File: src/design/three_voice_saturating_sample_mixer_core_defines.svh
// Assertion helpers used by the mixer back end (tvsm_back).
`ifndef THREE_VOICE_SATURATING_SAMPLE_MIXER_CORE_DEFINES_SVH
`define THREE_VOICE_SATURATING_SAMPLE_MIXER_CORE_DEFINES_SVH

// same-cycle implication, disabled in reset
`define TVSM_ASSERT_IMP(lbl, ante, cons, msg) \
  lbl: assert property (@(posedge clk) disable iff (!rst_n) (ante) |-> (cons)) \
    else $error(msg);

// next-cycle implication, disabled in reset
`define TVSM_ASSERT_NXT(lbl, ante, cons, msg) \
  lbl: assert property (@(posedge clk) disable iff (!rst_n) (ante) |=> (cons)) \
    else $error(msg);

`endif

File: src/design/tvsm_pkg.sv
`timescale 1ns / 1ps
package tvsm_pkg;

  typedef struct packed {
    logic [2:0]          func;
    logic signed [15:0]  in_left;
    logic signed [15:0]  in_right;
    logic [23:0]         duration;
    logic [1:0]          clip_select;
    logic [12:0]         clip_address;
    logic signed [15:0]  clip_left;
    logic signed [15:0]  clip_right;
  } in_item_t;

  typedef struct packed {
    logic signed [15:0] out_left;
    logic signed [15:0] out_right;
    logic               button_busy;
    logic               slide_busy;
    logic               hold_busy;
  } out_item_t;

  localparam logic [2:0] FUNC_MIX     = 3'd0;
  localparam logic [2:0] FUNC_TRIG_B  = 3'd1;
  localparam logic [2:0] FUNC_TRIG_S  = 3'd2;
  localparam logic [2:0] FUNC_START   = 3'd3;
  localparam logic [2:0] FUNC_STOP    = 3'd4;
  localparam logic [2:0] FUNC_WRITE   = 3'd5;

  localparam logic [1:0] SEL_BUTTON = 2'd0;
  localparam logic [1:0] SEL_SLIDE  = 2'd1;
  localparam logic [1:0] SEL_HOLD   = 2'd2;

  localparam logic [1:0] CFG_BUTTON_LEN = 2'd0;
  localparam logic [1:0] CFG_SLIDE_LEN  = 2'd1;
  localparam logic [1:0] CFG_HOLD_LEN   = 2'd2;

  localparam int LEN_W     = 14;
  localparam int FRAC_W    = 12;
  localparam int PHASE_W   = 27;
  localparam int STEP_W    = 26;
  localparam int DIV_STEPS = 26;
  localparam int QDEPTH    = 2;
  localparam logic [STEP_W-1:0] UNIT_STEP = 26'h1000;
  localparam logic signed [17:0] SAMPLE_MAX = 18'sd32767;
  localparam logic signed [17:0] SAMPLE_MIN = -18'sd32768;

  typedef enum logic [2:0] {
    OP_MIX, OP_TRIG_B, OP_TRIG_S, OP_START, OP_STOP, OP_WRITE
  } op_t;

  typedef struct packed {
    op_t                op;
    logic [1:0]         sel;
    logic [12:0]        addr;
    logic signed [15:0] left;
    logic signed [15:0] right;
    logic [23:0]        dur;
  } qentry_t;

  typedef enum logic [2:0] {
    ST_IDLE, ST_RDA, ST_RDB, ST_MUL, ST_OUT, ST_DIV
  } bstate_t;

  function automatic logic signed [15:0] sat16(input logic signed [17:0] v);
    if (v > SAMPLE_MAX) return 16'sh7FFF;
    if (v < SAMPLE_MIN) return 16'sh8000;
    return v[15:0];
  endfunction

endpackage

File: src/design/tvsm_queue.sv
`timescale 1ns / 1ps
module tvsm_queue (
  input  logic              clk,
  input  logic              rst_n,
  input  logic              push,
  input  tvsm_pkg::qentry_t push_entry,
  input  logic              pop,
  output tvsm_pkg::qentry_t head,
  output logic              full,
  output logic              empty
);
  import tvsm_pkg::*;

  localparam int PW = (QDEPTH > 1) ? $clog2(QDEPTH) : 1;
  localparam int CW = $clog2(QDEPTH + 1);

  qentry_t        slots [QDEPTH];
  logic [PW-1:0]  wr_ptr_r, rd_ptr_r;
  logic [CW-1:0]  count_r;

  function automatic logic [PW-1:0] bump(input logic [PW-1:0] p);
    return (p == PW'(QDEPTH - 1)) ? '0 : p + 1'b1;
  endfunction

  assign full  = (count_r == CW'(QDEPTH));
  assign empty = (count_r == '0);
  assign head  = slots[rd_ptr_r];

  always_ff @(posedge clk) begin
    if (push) begin
      slots[wr_ptr_r] <= push_entry;
    end
  end

  always_ff @(posedge clk) begin
    if (!rst_n) begin
      wr_ptr_r <= '0;
      rd_ptr_r <= '0;
      count_r  <= '0;
    end else begin
      if (push) wr_ptr_r <= bump(wr_ptr_r);
      if (pop)  rd_ptr_r <= bump(rd_ptr_r);
      if (push && !pop) count_r <= count_r + 1'b1;
      else if (pop && !push) count_r <= count_r - 1'b1;
    end
  end

endmodule

File: config.mk
export PLATFORM = sky130hd
export DESIGN_NAME = tvsm_queue
export DESIGN_NICKNAME = d
export VERILOG_FILES = /design/src/design/three_voice_saturating_sample_mixer_core_defines.svh /design/src/design/tvsm_pkg.sv /design/src/design/tvsm_queue.sv
export SDC_FILE = /design/constraint.sdc
export NUM_CORES = 1
export LEC_CHECK = 0
export ABC_AREA = 0
export BUFFER_PORTS_ARGS = -buffer_cell sky130_fd_sc_hd__buf_4
export CORE_MARGIN = 2
export CORE_UTILIZATION = 52
export DETAILED_ROUTE_END_ITERATION = 8
export PLACE_DENSITY = 0.87
export RECOVER_POWER = 100
export SYNTH_ARGS = -nofsm -noshare
export SYNTH_HDL_FRONTEND = slang
export SYNTH_SLANG_ARGS = --single-unit
File: constraint.sdc
create_clock -name clk -period 5 [get_ports clk]
set_clock_uncertainty 0.15 [all_clocks]
set_input_delay 0.5 -clock clk [delete_from_list [all_inputs] [get_ports clk]]
set_output_delay 0.5 -clock clk [all_outputs]
set_load 0.05 [all_outputs]
## Yosys cells after proc, flatten, opt, wreduce, memory -nomap -nowiden

Memories as Yosys holds them, arrays and structs flattened. A register that Yosys moved wholly into a read port is not among the register bits.
Index checks and enable logic that the tools add are counted.

- Output and inout port bits: 76
- Flip-flop bits (word level): 4
- Memories kept: 1
- Bits of input ports: 78
- Bits in latches: 0
- Word-level logic and storage cells: 23
- RAM bits: 148
- Bits in read-only memories: 0

- Shift operators: 0
- Div/mod/pow operators: 0
- Muxes and demuxes: 8
- Bitwise operators: 0
- $mul: 0
- Add/subtract/negate cells: 4
- Reduce and logical (&&, ||, !) cells: 6
- Equal/unequal tests: 1
- Magnitude comparators: 0

Memories:

| name | depth | bits a word | read ports | clocked after memory_dff | write ports | RTL line | text |
|---|---|---|---|---|---|---|---|
| slots | 2 | 74 | 1 | 1 | 1 | tvsm_queue.sv:17 | `qentry_t slots [QDEPTH];` |

Operators with widths:

| cell | number |
|---|---|
| 1-bit 2-to-1 mux | 6 |
| 2-bit 2-to-1 mux | 2 |
| 1-bit adder (second input constant) | 2 |
| 2-bit by 1-bit adder with 2-bit output (second input constant) | 1 |
| 2-bit equality test (second input constant) | 1 |
| 1-bit logical AND | 2 |
| 1-bit logical NOT | 2 |
| 2-bit logical NOT | 1 |
| 2-bit nonzero test | 1 |
| 2-bit by 1-bit subtractor with 2-bit output (second input constant) | 1 |

## Longest topological paths before layout

- Depth after elaboration: 4
- Mapped depth: 5
- Gate-level depth less buffers: 5

## Least setup slack after synthesis

OpenSTA, ideal clock, no wires.

- Kind: input to register
- Start point: in push
- End point: mem slots[0][0] in the netlist's numbering (enable)
- Setup time: 0.516 ns
- Arrival time: 3.773 ns
- Setup slack: 0.561 ns
- Cell stages on the path: 1
- Path through: nor2b_1

- Cells in the longest elaborated chain, start to end: 2

RTL lines:

| what | RTL line | text |
|---|---|---|
| start, declared | tvsm_queue.sv:5 | `input logic push,` |
| 1-bit 2-to-1 mux | tvsm_queue.sv:30 | `if (push) begin` |
| 1-bit 2-to-1 mux (implied by the code) | tvsm_queue.sv:31 | `slots[wr_ptr_r] <= push_entry;` |
| end, declared | tvsm_queue.sv:17 |  |

No other way between the ends.

==> impl_metrics.csv <==
group,metric,value,unit
power_and_ir_drop,fin_total_pwr,3.208,mW
timing,hold_viol_final,0,
routing,wirelength,10420,um
routing,wl_per_cell,16.97,um
synthesis,yosysUniqueCellTypes,18,
power_and_ir_drop,p_leak,2.631,nW
cells_and_area,area_delta_synth_final,34.98,%
synthesis,yosysSeqAreaShare,0.8149,
synthesis,syn_area_per_cell,22.13,um2
timing,min_period,3.575,ns
critical_path,crit_arrival,2.93,ns
grt,antenna_found_initial,0,
placed_design,dp_hpwl,6047,um
cells_and_area,drive_gt1_frac,0.3396,
routing,dr.pass1.iters,4,
power_and_ir_drop,p_switching,0.8233,mW
synthesis,synth_area_leader_cell,"edfxtp_1",
synthesis,synth_top_area_frac,0.7969,
timing,rsz0062_at_grt,"false",
clock_network,cts_root_buffer,"clkbuf_8",
clock_network,cts-htree-levels,4,
power_and_ir_drop,ir_worst_vdd,0.2931,mV
routing,drt-initial-drc-count,114,
clock_network,clkTransAtPathRegs,0.06,ns
timing,fin_setup_tns,0,ns
critical_path,path_class,"flop to primary output",
critical_path,crit_fanout,74,
placed_design,dp.cells,534,
grt,grt_pass1_vias,3208,
timing,timing.final.ws_setup,1.425,ns
synthesis,synth.area.top_cells,"edfxtp_1 80%, mux2_2 15%, dfxtp_1 1.8%, buf_6 1.2%, and2_1 0.45%",
routing,viasPerCell,4.888,
die,die_h,107.6,um
grt,gr-usage-all-layers,0.1826,
die,io_pins,154,
clock_network,holdBufCountCts,42,
grt,grt_start_max_net_pins,75,
cells_and_area,fin_nets,543,
clock_network,cts_sinks,153,
critical_path,worstPathRequired,4.35,ns
routing,vias,3001,
synthesis,syn-num-nets,331,
power_and_ir_drop,p_clk_frac,0.374,
power_and_ir_drop,internal-power,2.385,mW
routing,ant_nets,0,
clock_network,cts_buffer_depth,2,
critical_path,crit_path_start_kind,"flop",
die,die-area,11570,um2
clock_network,cts_resized,0,
clock_network,post_cts_buffers,0,
critical_path,endpoint_kind,"primary output",
placed_design,io_buffer_count,153,
clock_network,numCtsBuffers,17,
die,num_rows,37,
cells_and_area,final-instance-count-excl-fill,614,
timing,max_clock_freq,279.7,MHz
synthesis,ys_warn_count,0,
grt,grt_pass1_wl,15610,um
timing,fin_crit_sh,0.7150,
run_status,violations,"capacitance limit, slew limit",
die,core,10370,um2
flow_run,maxCapViolations,3,
power_and_ir_drop,powerDensity,426.2,nW/um2
routing,route.detailed.drc,0,
power_and_ir_drop,pwr-share-comb,0.150,
die,die_x,107.6,um
timing,final-setup-viol-count,0,
grt,grt.overflow.total,0,
placed_design,routabilityCongestion,0.7249,
power_and_ir_drop,sw_frac_of_total,0.2566,
placed_design,pre_cts_slack,2.382,ns
power_and_ir_drop,p_seq_frac,0.476,
clock_network,cts_tree,"yes",
run_status,status,"finished, violations left",
clock_network,clk_latency,0.51,ns
timing,final_max_slew_viol_count,191,
timing,fin_hold_ws,0.05008,ns
timing,slew_headroom,-1.254,
die,start_util,0.5378,
synthesis,synthCells,252,
synthesis,ys_ff_latch,153,
hold_path,min-delay-path-class,"primary input to flop",
synthesis,netlist_area,5577,um2
timing,max_slew.worst_pin.slew,3.381,ns
==> registers in the layout, indices dropped and copies added, names as in the netlist, named ones only <==
name	cells
rd_ptr_r	1
count_r	2
wr_ptr_r	1
slots	148
==> metrics by stage <==
step | utilization | cell area [um2]
finish | 0.7259 | 7527
global route | 0.7256 | 7525
CTS | 0.7546 | 7825
detailed placement | 0.6593 | 6837
global placement | 0.6593 | 6837
floorplan | - | 5577
==> worst max-delay path: stages, from the launching register on <==
cell and delay [ns]:
dfxtp_2 1.49, mux2_2 0.37, clkbuf_1 0.52
==> cell usage in the layout (no fill, tap or decap) <==
master	netlist	layout
xnor2_1	1	1
o21ai_0	1	1
clkinvlp_4	0	3
o21a_1	1	1
xor2_1	2	2
mux2_2	74	69
clkinv_2	0	3
and2_1	4	1
diode_2	0	1
mux2_1	0	5
nor2b_4	0	1
bufinv_16	0	2
dfxtp_2	0	1
and2b_2	1	1
clkbuf_1	0	95
dlygate4sd3_1	0	47
buf_4	1	9
nor2b_1	2	1
ha_1	1	1
and2_0	0	3
inv_1	1	1
clkbuf_4	0	53
nor2_1	1	1
clkbuf_8	0	4
a21boi_0	0	1
or3_1	1	1
clkbuf_16	0	16
edfxtp_1	148	148
buf_1	0	1
dfxtp_1	5	4
==> kinds of logic after synthesis <==
family                   after synthesis  share of synthesized area
AND/OR/NAND/NOR                        9                    0.01010
flip-flops                           153                     0.8149
XOR/XNOR                               3                   0.004713
multiplexers                          74                     0.1494
buffers and inverters                  9                    0.01503
adder cells (fa/ha/maj)                1                   0.002243
AO/OA/AOI/OAI                          3                   0.003590
==> final timing paths <==
path,startpoint,to,slack [ns],depth (start not counted)
worst max-delay path,flop,head[60],1.42,2
worst min-delay path,push_entry[53],slots[1][53],0.05,1
worst max register to register,wr_ptr_r,slots[1][66],1.50,1
worst min register to register,count_r[1],count_r[1],0.37,2
==> power groups by stage <==
stage | Sequential (mW) | Combinational, mW | Clock (mW)
after floorplan | 1.52 | 0.371 | 0
after global placement | 1.54 | 0.508 | 0
after detailed placement | 1.55 | 0.514 | 0
after CTS | 1.52 | 0.544 | 1.22
after global routing | 1.53 | 0.506 | 1.27
final | 1.53 | 0.482 | 1.20
==> layout make-up <==
class                      count  area, um2
sequential                   153       4546
timing repair buffer         201       1281
clock inverter                 8      97.59
inverter                       1      3.754
fill                         717       2843
clock buffer                  24      470.5
antenna                        1      2.502
tap                          136      170.2
multi-input combinational     90      955.9
==> cell usage after synthesis (all sizes together) <==
library cell and number:
xnor2 1, dfxtp 5, xor2 2, a21boi 1, or3 1, buf 8, mux2 74, and2 4
inv 1, ha 1, and2b 1, o21ai 1, nor2b 2, o21a 1, edfxtp 148, nor2 1
==> routing by layer <==
metal	vias to the layer above	GRT usage	wire (um)	part of all wire
met2	106	0.3086	5497	0.53
met3	15	0.05569	660	0.063
met5	-	0	0	0
li1	1425	-	-	-
met4	0	0.08608	125	0.012
met1	1455	0.2133	4134	0.40
No activity file was read; power rests on OpenSTA's default activity.
