[src/design/three_voice_saturating_sample_mixer_core_defines.svh]
// Assertion helpers used by the mixer back end (tvsm_back).
`ifndef THREE_VOICE_SATURATING_SAMPLE_MIXER_CORE_DEFINES_SVH
`define THREE_VOICE_SATURATING_SAMPLE_MIXER_CORE_DEFINES_SVH

// same-cycle implication, disabled in reset
`define TVSM_ASSERT_IMP(lbl, ante, cons, msg) \
  lbl: assert property (@(posedge clk) disable iff (!rst_n) (ante) |-> (cons)) \
    else $error(msg);

// next-cycle implication, disabled in reset
`define TVSM_ASSERT_NXT(lbl, ante, cons, msg) \
  lbl: assert property (@(posedge clk) disable iff (!rst_n) (ante) |=> (cons)) \
    else $error(msg);

`endif

[src/design/tvsm_pkg.sv]
`timescale 1ns / 1ps
package tvsm_pkg;

  typedef struct packed {
    logic [2:0]          func;
    logic signed [15:0]  in_left;
    logic signed [15:0]  in_right;
    logic [23:0]         duration;
    logic [1:0]          clip_select;
    logic [12:0]         clip_address;
    logic signed [15:0]  clip_left;
    logic signed [15:0]  clip_right;
  } in_item_t;

  typedef struct packed {
    logic signed [15:0] out_left;
    logic signed [15:0] out_right;
    logic               button_busy;
    logic               slide_busy;
    logic               hold_busy;
  } out_item_t;

  localparam logic [2:0] FUNC_MIX     = 3'd0;
  localparam logic [2:0] FUNC_TRIG_B  = 3'd1;
  localparam logic [2:0] FUNC_TRIG_S  = 3'd2;
  localparam logic [2:0] FUNC_START   = 3'd3;
  localparam logic [2:0] FUNC_STOP    = 3'd4;
  localparam logic [2:0] FUNC_WRITE   = 3'd5;

  localparam logic [1:0] SEL_BUTTON = 2'd0;
  localparam logic [1:0] SEL_SLIDE  = 2'd1;
  localparam logic [1:0] SEL_HOLD   = 2'd2;

  localparam logic [1:0] CFG_BUTTON_LEN = 2'd0;
  localparam logic [1:0] CFG_SLIDE_LEN  = 2'd1;
  localparam logic [1:0] CFG_HOLD_LEN   = 2'd2;

  localparam int LEN_W     = 14;
  localparam int FRAC_W    = 12;
  localparam int PHASE_W   = 27;
  localparam int STEP_W    = 26;
  localparam int DIV_STEPS = 26;
  localparam int QDEPTH    = 2;
  localparam logic [STEP_W-1:0] UNIT_STEP = 26'h1000;
  localparam logic signed [17:0] SAMPLE_MAX = 18'sd32767;
  localparam logic signed [17:0] SAMPLE_MIN = -18'sd32768;

  typedef enum logic [2:0] {
    OP_MIX, OP_TRIG_B, OP_TRIG_S, OP_START, OP_STOP, OP_WRITE
  } op_t;

  typedef struct packed {
    op_t                op;
    logic [1:0]         sel;
    logic [12:0]        addr;
    logic signed [15:0] left;
    logic signed [15:0] right;
    logic [23:0]        dur;
  } qentry_t;

  typedef enum logic [2:0] {
    ST_IDLE, ST_RDA, ST_RDB, ST_MUL, ST_OUT, ST_DIV
  } bstate_t;

  function automatic logic signed [15:0] sat16(input logic signed [17:0] v);
    if (v > SAMPLE_MAX) return 16'sh7FFF;
    if (v < SAMPLE_MIN) return 16'sh8000;
    return v[15:0];
  endfunction

endpackage

[src/design/tvsm_front.sv]
`timescale 1ns / 1ps
module tvsm_front #(
  parameter int CLIP_DEPTH = 8192
) (
  input  logic               in_valid,
  output logic               in_stall,
  input  tvsm_pkg::in_item_t in_data,
  input  logic               q_full,
  output logic               q_push,
  output tvsm_pkg::qentry_t  q_entry
);
  import tvsm_pkg::*;

  localparam logic [16:0] DEPTH_L = 17'(CLIP_DEPTH);

  logic keep;

  assign in_stall = q_full;

  always_comb begin
    keep              = 1'b1;
    q_entry.op        = OP_MIX;
    q_entry.sel       = in_data.clip_select;
    q_entry.addr      = in_data.clip_address;
    q_entry.left      = in_data.in_left;
    q_entry.right     = in_data.in_right;
    q_entry.dur       = in_data.duration;
    unique case (in_data.func)
      FUNC_MIX:    q_entry.op = OP_MIX;
      FUNC_TRIG_B: q_entry.op = OP_TRIG_B;
      FUNC_TRIG_S: q_entry.op = OP_TRIG_S;
      FUNC_START: begin
        q_entry.op = OP_START;
        keep = (in_data.duration != '0);
      end
      FUNC_STOP:   q_entry.op = OP_STOP;
      FUNC_WRITE: begin
        q_entry.op    = OP_WRITE;
        q_entry.left  = in_data.clip_left;
        q_entry.right = in_data.clip_right;
        keep = (in_data.clip_select != 2'd3) && (17'(in_data.clip_address) < DEPTH_L);
      end
      default: keep = 1'b0;
    endcase
  end

  assign q_push = in_valid && !q_full && keep;

endmodule

[config.mk]
export PLATFORM = sky130hd
export DESIGN_NAME = tvsm_front
export DESIGN_NICKNAME = d
export VERILOG_FILES = /design/src/design/three_voice_saturating_sample_mixer_core_defines.svh /design/src/design/tvsm_pkg.sv /design/src/design/tvsm_front.sv
export SDC_FILE = /design/constraint.sdc
export NUM_CORES = 1
export LEC_CHECK = 0
export BUFFER_PORTS_ARGS = -buffer_cell sky130_fd_sc_hd__buf_2
export CAP_MARGIN = 20
export CORE_AREA = 4 4 69 71
export DETAILED_ROUTE_END_ITERATION = 10
export DIE_AREA = 0 0 73 75
export GPL_TIMING_DRIVEN = 0
export PLACE_DENSITY = 0.81
export SLEW_MARGIN = 20
export SYNTH_ARGS = -nofsm -noshare
export SYNTH_HDL_FRONTEND = slang
export SYNTH_SLANG_ARGS = --single-unit
[constraint.sdc]
create_clock -name vclk -period 0.9
set_input_delay 0.045 -clock vclk [all_inputs]
set_output_delay 0.045 -clock vclk [all_outputs]
set_load 0.005 [all_outputs]
; ---- After elaboration in Yosys (flattened, before gate mapping)
; Index checks and enable logic that the tools add are counted.
[op_classes]
muxes = 3
reduce_logical = 6
n_eq_ne = 6
[op_table]
columns = operator, n
row1 = two-way mux 32 bit, 1
row2 = nonzero test 24 bit, 1
row3 = one-hot mux 3 bit (5 select lines), 1
row4 = "== test 3 x 2 -> 1 bit, second input constant", 2
row5 = "== test 3 bit, second input constant", 2
row6 = OR reduction 4 bit, 1
row7 = "== test 3 x 1 -> 1 bit, second input constant", 1
row8 = logical NOT 3 bit, 1
row9 = one-hot mux 1 bit (3 select lines), 1
row10 = logical AND 1 bit, 2
row11 = "inequality test 2 bit, second input constant", 1
row12 = logical NOT 1 bit, 1
[word_totals]
in_bits = 108
ff_bits = 0
out_inout_bits = 76
elab_cells = 15

; ---- Longest topological paths before layout
; Gate-level depths: netlist (run 1).
[depth]
ltp_word = 4
mapped_depth = 4
ltp_nobuf = 3

; ---- Worst setup path before layout (run 1)
; OpenSTA, ideal clock, no wires.
[synth_path]
kind = input-to-output
start = input port in_data[105] in the netlist's numbering
end = output port q_entry[25] in the netlist's numbering
path_buffers = 1
required_ps = 855
path_slack_ps = 102
cell_stages = 4
t_arrival_ps = 753
path_cell_list = nor2b_4 nand2_4 buf_12 mux2_4
[synth_lines]
columns = element, line
row1 = start: declaration, tvsm_front.sv:7  ; input tvsm_pkg::in_item_t in_data,
row2 = end: declaration, tvsm_front.sv:10  ; output tvsm_pkg::qentry_t q_entry

; ---- Final worst setup path (run 1)
[layout_path]
start = input port in_data[63] in the netlist's numbering
end = output port q_push
[layout_between]
elab_chain_cells = 3
[layout_lines]
columns = element, line
row1 = nonzero test 24 bit, tvsm_front.sv:34  ; keep = (in_data.duration != '0);
row2 = one-hot mux 1 bit (3 select lines), tvsm_front.sv:28  ; unique case (in_data.func)
row3 = logical AND 1 bit, tvsm_front.sv:47  ; assign q_push = in_valid && !q_full && keep;
row4 = end: declaration, tvsm_front.sv:9  ; output logic q_push,
; Every way passes these cells.

==> metrics.yaml, run 1 <==
status: "finished with violations"
violations: "negative setup slack"
layout_common_cells: "buf_2 (139), buf_4 (43), buf_6 (32)"
p_per_area_mw_per_mm2: 467
grt_pass1_vias: 1218
relSlewSlack: 0.835
ios: 184
final_net_count: 379
dp.final_hpwl_um: 3570
grt.total_usage: 0.124
antenna_found_initial: 0
fin_crit_sh: 1.21
finalSetupViolCount: 33
gp_congestion: 0.785
rows: 24
startpoint_type: "primary input"
antennaDiodeCount: 0
synth_seq_area_share: 0
rsz0062_at_grt: "yes"
holdBufCountCts: 0
peakVddDrop_uv: 211
dieArea_mm2: 0.00548
coreArea_mm2: 0.00423
maxCapViolCount: 0
p_leak_nw: 1.33
cp_cell_sequence: "buf_2, nor4_2, nand3_1, o311a_1, buf_2"
final.setup.worst_slack_ps: -187
clock.fmax_mhz: 920
drc: 0
initial_core_util: 0.226
layout.cells.non_filler: 321
path_max_fanout: 2
synth.distinct_cells: 17
crit_type: "primary input to output port"
postRouteAntennaNets: 0
final_common_cell: "buf_2"
avgSynthCellArea_um2: 10.3
drive_gt1_frac: 0.955
worstSetupEndpointType: "output port"
slew_viol_final: 0
synth_area_um2: 956
dpl_cell_area_mm2: 0.00188
dp_cells: 316
whs_ps: 257
die_w_um: 73
grt_max_degree: 11
cp_slowest_cell: "o311a_1"
fin_area_mm2: 0.00218
drtPass1Iterations: 3
clkbuf_count: 0
syn2layout_area_growth_pct: 128
port_buffers: 171
ys_warn_count: 0
hold_class: "primary input to output port"
required_ps: 850
tightest_slew_ps: 245
drt-total-wl_um: 4220
syn_nets: 201
syn_inst: 93
vias: 1302
overflow: 0
arrival_ps: 1040
via_per_inst: 4.06
dr.first_iter.drc_count: 13
period_minus_slack_ps: 1090
dieHeight_um: 75
wl_per_cell_um: 13.1
seqCellArea_um2: 0
slowest_delay_ps: 330
crit_top_cell: "buf_2"
numSequentialCells: 0
grt_pass1_wl_um: 5580
hold_viol_final: 0
==> what timing repair did <==
item                       4_1_cts  5_1_grt
pin swaps                        1        3
setup endpoints to repair       33       33
setup buffers                    4        0
resized for setup               36        5
cloned                           1        0
==> where the power goes <==
group,total (mW),switching (mW),leakage (nW),internal [mW]
sequential,0,0,0,0
combinational,1.02,0.318,1.33,0.700
clock,0,0,0,0
==> layer usage <==
metal	part of all wire	global-route usage
met5	0	0
met3	0.12	0.0240
met4	0	0
met1	0.30	0.129
met2	0.57	0.267
==> critical path: cells and delay by family <==
kind,cells,cell delay (ps)
AND/OR/NAND/NOR,2,420
AO/OA/AOI/OAI,1,330
buffers and inverters,2,250
==> synth_stat cells, drive strengths merged <==
cell / number / share of area
and3: 1 / 0.0065
o21ai: 1 / 0.0052
nand3: 1 / 0.0052
nand4: 1 / 0.0065
o311a: 1 / 0.010
nor4: 5 / 0.033
mux2: 32 / 0.49
a21boi: 1 / 0.0079
nor2b: 2 / 0.021
nand2: 2 / 0.016
buf: 43 / 0.38
nor2: 2 / 0.0079
and2b: 1 / 0.0092
==> worst paths after layout <==
kind	startpoint	end	depth (start not counted)
worst max-delay path	in_data[63]	q_push	5
worst min-delay path	in_data[42]	q_entry[66]	2
==> area by class of cell <==
type	instances	area, um2
buffer	43	360
fill	373	2060
multi-input combinational	50	632
tap	52	65.1
timing repair buffer	176	1120
==> stage by stage <==
stage	TNS (ps)	total power, mW	worst slack (ps)	util
finish	-4660	1.02	-187	0.514
global route	-5640	1.09	-241	0.514
CTS	-4880	1.00	-174	0.507
detailed placement	-6140	0.841	-227	0.443
global placement	-6030	0.824	-272	0.443
floorplan	0	0.402	102	-
==> cells by family after synthesis <==
group | share of synthesized area
mux | 0.495
compound gates | 0.0236
simple gates | 0.105
buf+inv | 0.377
Power figures use the tool's default switching activity.
==> run 2: changes to the inputs <==
--- a/config.mk
+++ b/config.mk
@@ -10,7 +10,6 @@
 export CORE_AREA = 4 4 69 71
 export DETAILED_ROUTE_END_ITERATION = 10
 export DIE_AREA = 0 0 73 75
-export GPL_TIMING_DRIVEN = 0
 export PLACE_DENSITY = 0.81
 export SLEW_MARGIN = 20
 export SYNTH_ARGS = -nofsm -noshare
==> run 2 against run 1 <==
  * Core utilization decreased by 7.1 points
  * Sequential share of layout area unchanged
  * Setup slack improved by 17 ps
  * Flip-flop and latch count unchanged
  * Cell area decreased by 14%
  * Hold slack got worse by 170 ps
  * Final cell count decreased by 14%
  * Global-route usage decreased by 1.7 points
  * The run still ends with negative setup slack left
  * Combinational power decreased by 13%
==> metrics.yaml, run 2 (same netlist as run 1, synthesis figures left out) <==
status: "finished with violations"
violations: "negative setup slack"
final.setup.worst_slack_ps: -170
drtPass1Iterations: 2
crit_type: "primary input to output port"
syn2layout_area_growth_pct: 96.6
coreArea_mm2: 0.00423
startpoint_type: "primary input"
grt.total_usage: 0.107
dieHeight_um: 75
relSlewSlack: 0.839
ios: 184
final_net_count: 333
gp_congestion: 0.814
slew_viol_final: 0
rows: 24
met1_usage: 0.117
port_buffers: 158
die_w_um: 73
use_met3: 0.0227
maxCapViolCount: 0
postRouteAntennaNets: 0
hold_viol_final: 0
fillCellCount: 390
layout_common_cells: "buf_2 (122), buf_6 (41), mux2_4 (32)"
fin_crit_sh: 1.19
dieArea_mm2: 0.00548
overflow: 0
period_minus_slack_ps: 1070
finalSetupViolCount: 33
dpl_cell_area_mm2: 0.00157
clkbuf_count: 0
dp_cells: 274
seqCellArea_um2: 0
rsz0062_at_grt: "yes"
path_max_fanout: 8
holdBufCountCts: 0
cp_slowest_cell: "mux2_4"
grt_max_degree: 9
p_per_area_mw_per_mm2: 471
grt_pass1_vias: 1045
fin_area_mm2: 0.00188
tightest_slew_ps: 239
arrival_ps: 1020
numSequentialCells: 0
multi_input_area_um2: 639
layout.cells.non_filler: 275
drive_gt1_frac: 0.946
initial_core_util: 0.226
worstSetupEndpointType: "output port"
final.setup.tns_ps: -4820
antenna_found_initial: 0
final_core_util: 0.444
p_leak_nw: 1.13
dr.first_iter.drc_count: 9
clock.fmax_mhz: 935
slowest_delay_ps: 310
dp.final_hpwl_um: 3180
grt_pass1_wl_um: 4820
hold_class: "primary input to output port"
gr-usage-met2: 0.219
antennaDiodeCount: 0
vias: 1137
cp_cell_sequence: "buf_8, nor2b_4, nand2_8, buf_12, mux2_4, buf_6"
drt-total-wl_um: 3850
peakVddDrop_uv: 143
busiest_layer: "met2"
via_per_inst: 4.13
wl_per_cell_um: 14.0
required_ps: 850
detailedPlace.worstSlack_ps: -275
power_mw: 0.886
whs_ps: 90.0
drc: 0
final_common_cell: "buf_2"
==> run 2: area by class of cell <==
type / count / area share
Tap cell: 52 / 0.0346
Multi-Input combinational cell: 50 / 0.340
Timing Repair Buffer: 173 / 0.625
==> run 2: power breakdown <==
group / total, mW / internal [mW] / leakage [nW] / switching [mW]
logic: 0.886 / 0.599 / 1.13 / 0.287
clock network: 0 / 0 / 0 / 0
registers: 0 / 0 / 0 / 0
==> run 2: worst paths after layout <==
kind                      from           to  slack (ps)  cells after the start
hold / removal     in_data[35]  q_entry[59]          90                      0
setup / recovery  in_data[105]  q_entry[55]        -170                      6
==> run 2: layer usage <==
layer / routed length [um] / vias to the layer above / part of all wire
li1: - / 551 / -
met1: 1270 / 506 / 0.33
met2: 2100 / 80 / 0.55
met3: 471 / 0 / 0.12
met4: 0 / 0 / 0
met5: 0 / - / 0
==> run 2: worst max-delay path: cells and delay by family <==
family                 cells  cell delay [ps]
and+or+nand+nor            2              310
muxes                      1              310
buffers and inverters      3              360
==> run 2: what timing repair did <==
action	4_1_cts	5_1_grt
endpoints found under the hold margin	0	0
pin swaps	4	0
resized for setup	33	19
setup buffers	1	0
setup endpoints to repair	33	33
==> run 3: changes to the inputs <==
==> constraint.sdc (replaced) <==
create_clock -name vclk -period 0.9
set_input_delay 0.135 -clock vclk [all_inputs]
set_output_delay 0.135 -clock vclk [all_outputs]
set_load 0.005 [all_outputs]
==> run 3 against run 2 <==
  * The run still ends with negative setup slack left
  * Setup slack worse by 140 ps
  * Non-clock buffer count fell by 4
  * Global-route usage up 0.39 points
  * Via count increased by 1.6%
  * Total power grew 2.6%
  * Sequential share of layout area did not move
  * Largest cell class unchanged
  * Highest routed layer is now met4
==> metrics.yaml, run 3 (same netlist as run 1, synthesis figures left out) <==
status: "finished with violations"
violations: "negative setup slack"
dr.first_iter.drc_count: 12
startpoint: "in_data[105]"
finalSetupViolCount: 33
rows: 24
via_per_inst: 4.26
fin_crit_sh: 1.35
seqCellArea_um2: 0
dpl_cell_area_mm2: 0.00156
antennaDiodeCount: 0
layout.cells.non_filler: 271
numSequentialCells: 0
final.setup.worst_slack_ps: -313
dp_cells: 268
hold_class: "primary input to output port"
port_buffers: 158
vias: 1155
maxCapViolCount: 0
coreArea_mm2: 0.00423
min_from: "in_data[34]"
whs_ps: 270
period_minus_slack_ps: 1210
crit_type: "primary input to output port"
holdBufCountCts: 0
fillCellCount: 381
ios: 184
p_leak_nw: 1.14
drtPass1Iterations: 2
postRouteAntennaNets: 0
overflow: 0
p_per_area_mw_per_mm2: 473
hold_viol_final: 0
peakVddDrop_uv: 117
antenna_found_initial: 0
worstSetupEndpointType: "output port"
arrival_ps: 1080
drive_gt1_frac: 0.954
final_common_cell: "buf_2"
initial_core_util: 0.226
grt_max_degree: 21
grt_pass1_wl_um: 4990
slew_viol_final: 0
tightest_slew_ps: 198
syn2layout_area_growth_pct: 101
startpoint_type: "primary input"
grt.total_usage: 0.111
required_ps: 760
rsz0062_at_grt: "yes"
die_w_um: 73
dieArea_mm2: 0.00548
path_max_fanout: 10
dp.final_hpwl_um: 3200
clkbuf_count: 0
power_mw: 0.909
drc: 0
gp_congestion: 0.691
drt-total-wl_um: 3960
wl_per_cell_um: 14.6
layout_common_cells: "buf_2 (116), buf_6 (42), mux2_4 (32)"
grt_pass1_vias: 1146
final_net_count: 329
dieHeight_um: 75
fin_area_mm2: 0.00192
clock.fmax_mhz: 825
relSlewSlack: 0.867
[run 3: cell count changes in the layout (fill, tap and decap cells not counted), sizes merged]
cell / before / now
clkbuf: 0 / 1
buf: 173 / 168
[run 3: stage by stage]
step           setup slack, ps  setup TNS, ps   util
3_3_place_gp              -352          -9980  0.368
5_1_grt                   -355         -10800  0.454
4_1_cts                   -330          -9820  0.425
6_report                  -313          -9760  0.454
2_1_floorplan            -76.2          -2320      -
3_5_place_dp              -359         -10420  0.368
[run 3: final cells by class]
type                            instances  area [um2]  area share
Timing Repair Buffer                  169        1200       0.622
Tap cell                               52        65.1      0.0339
Multi-Input combinational cell         50         661       0.344
[run 3: worst paths after layout]
path | end | cells after the start
setup / recovery | q_entry[39] | 6
hold / removal | q_entry[58] | 0
[run 3: routing by layer]
metal	vias to the layer above	part of all wire	GRT usage	wire length (um)
met3	2	0.14	0.0294	547
met4	0	0.0058	0.0123	23
met5	-	0	0	0
li1	541	-	-	-
met1	514	0.33	0.119	1290
met2	98	0.53	0.220	2100
[run 3: repair_timing]
action | CTS | global route
gates cloned | 0 | 2
pin swaps | 4 | 7
gates resized for setup | 40 | 19
hold endpoints to repair | 0 | 0
endpoints found under the setup margin | 33 | 33
setup buffers | 1 | 0
[run 3: critical path, cell delays in order]
cell and delay, ps:
buf_6 90, nor2b_4 120, nand2_4 130, buf_12 160, mux2_4 310, buf_6 120
[run 3: power breakdown]
| group | switching [mW] | internal, mW |
|---|---|---|
| Sequential | 0 | 0 |
| Combinational | 0.294 | 0.615 |
| Clock | 0 | 0 |
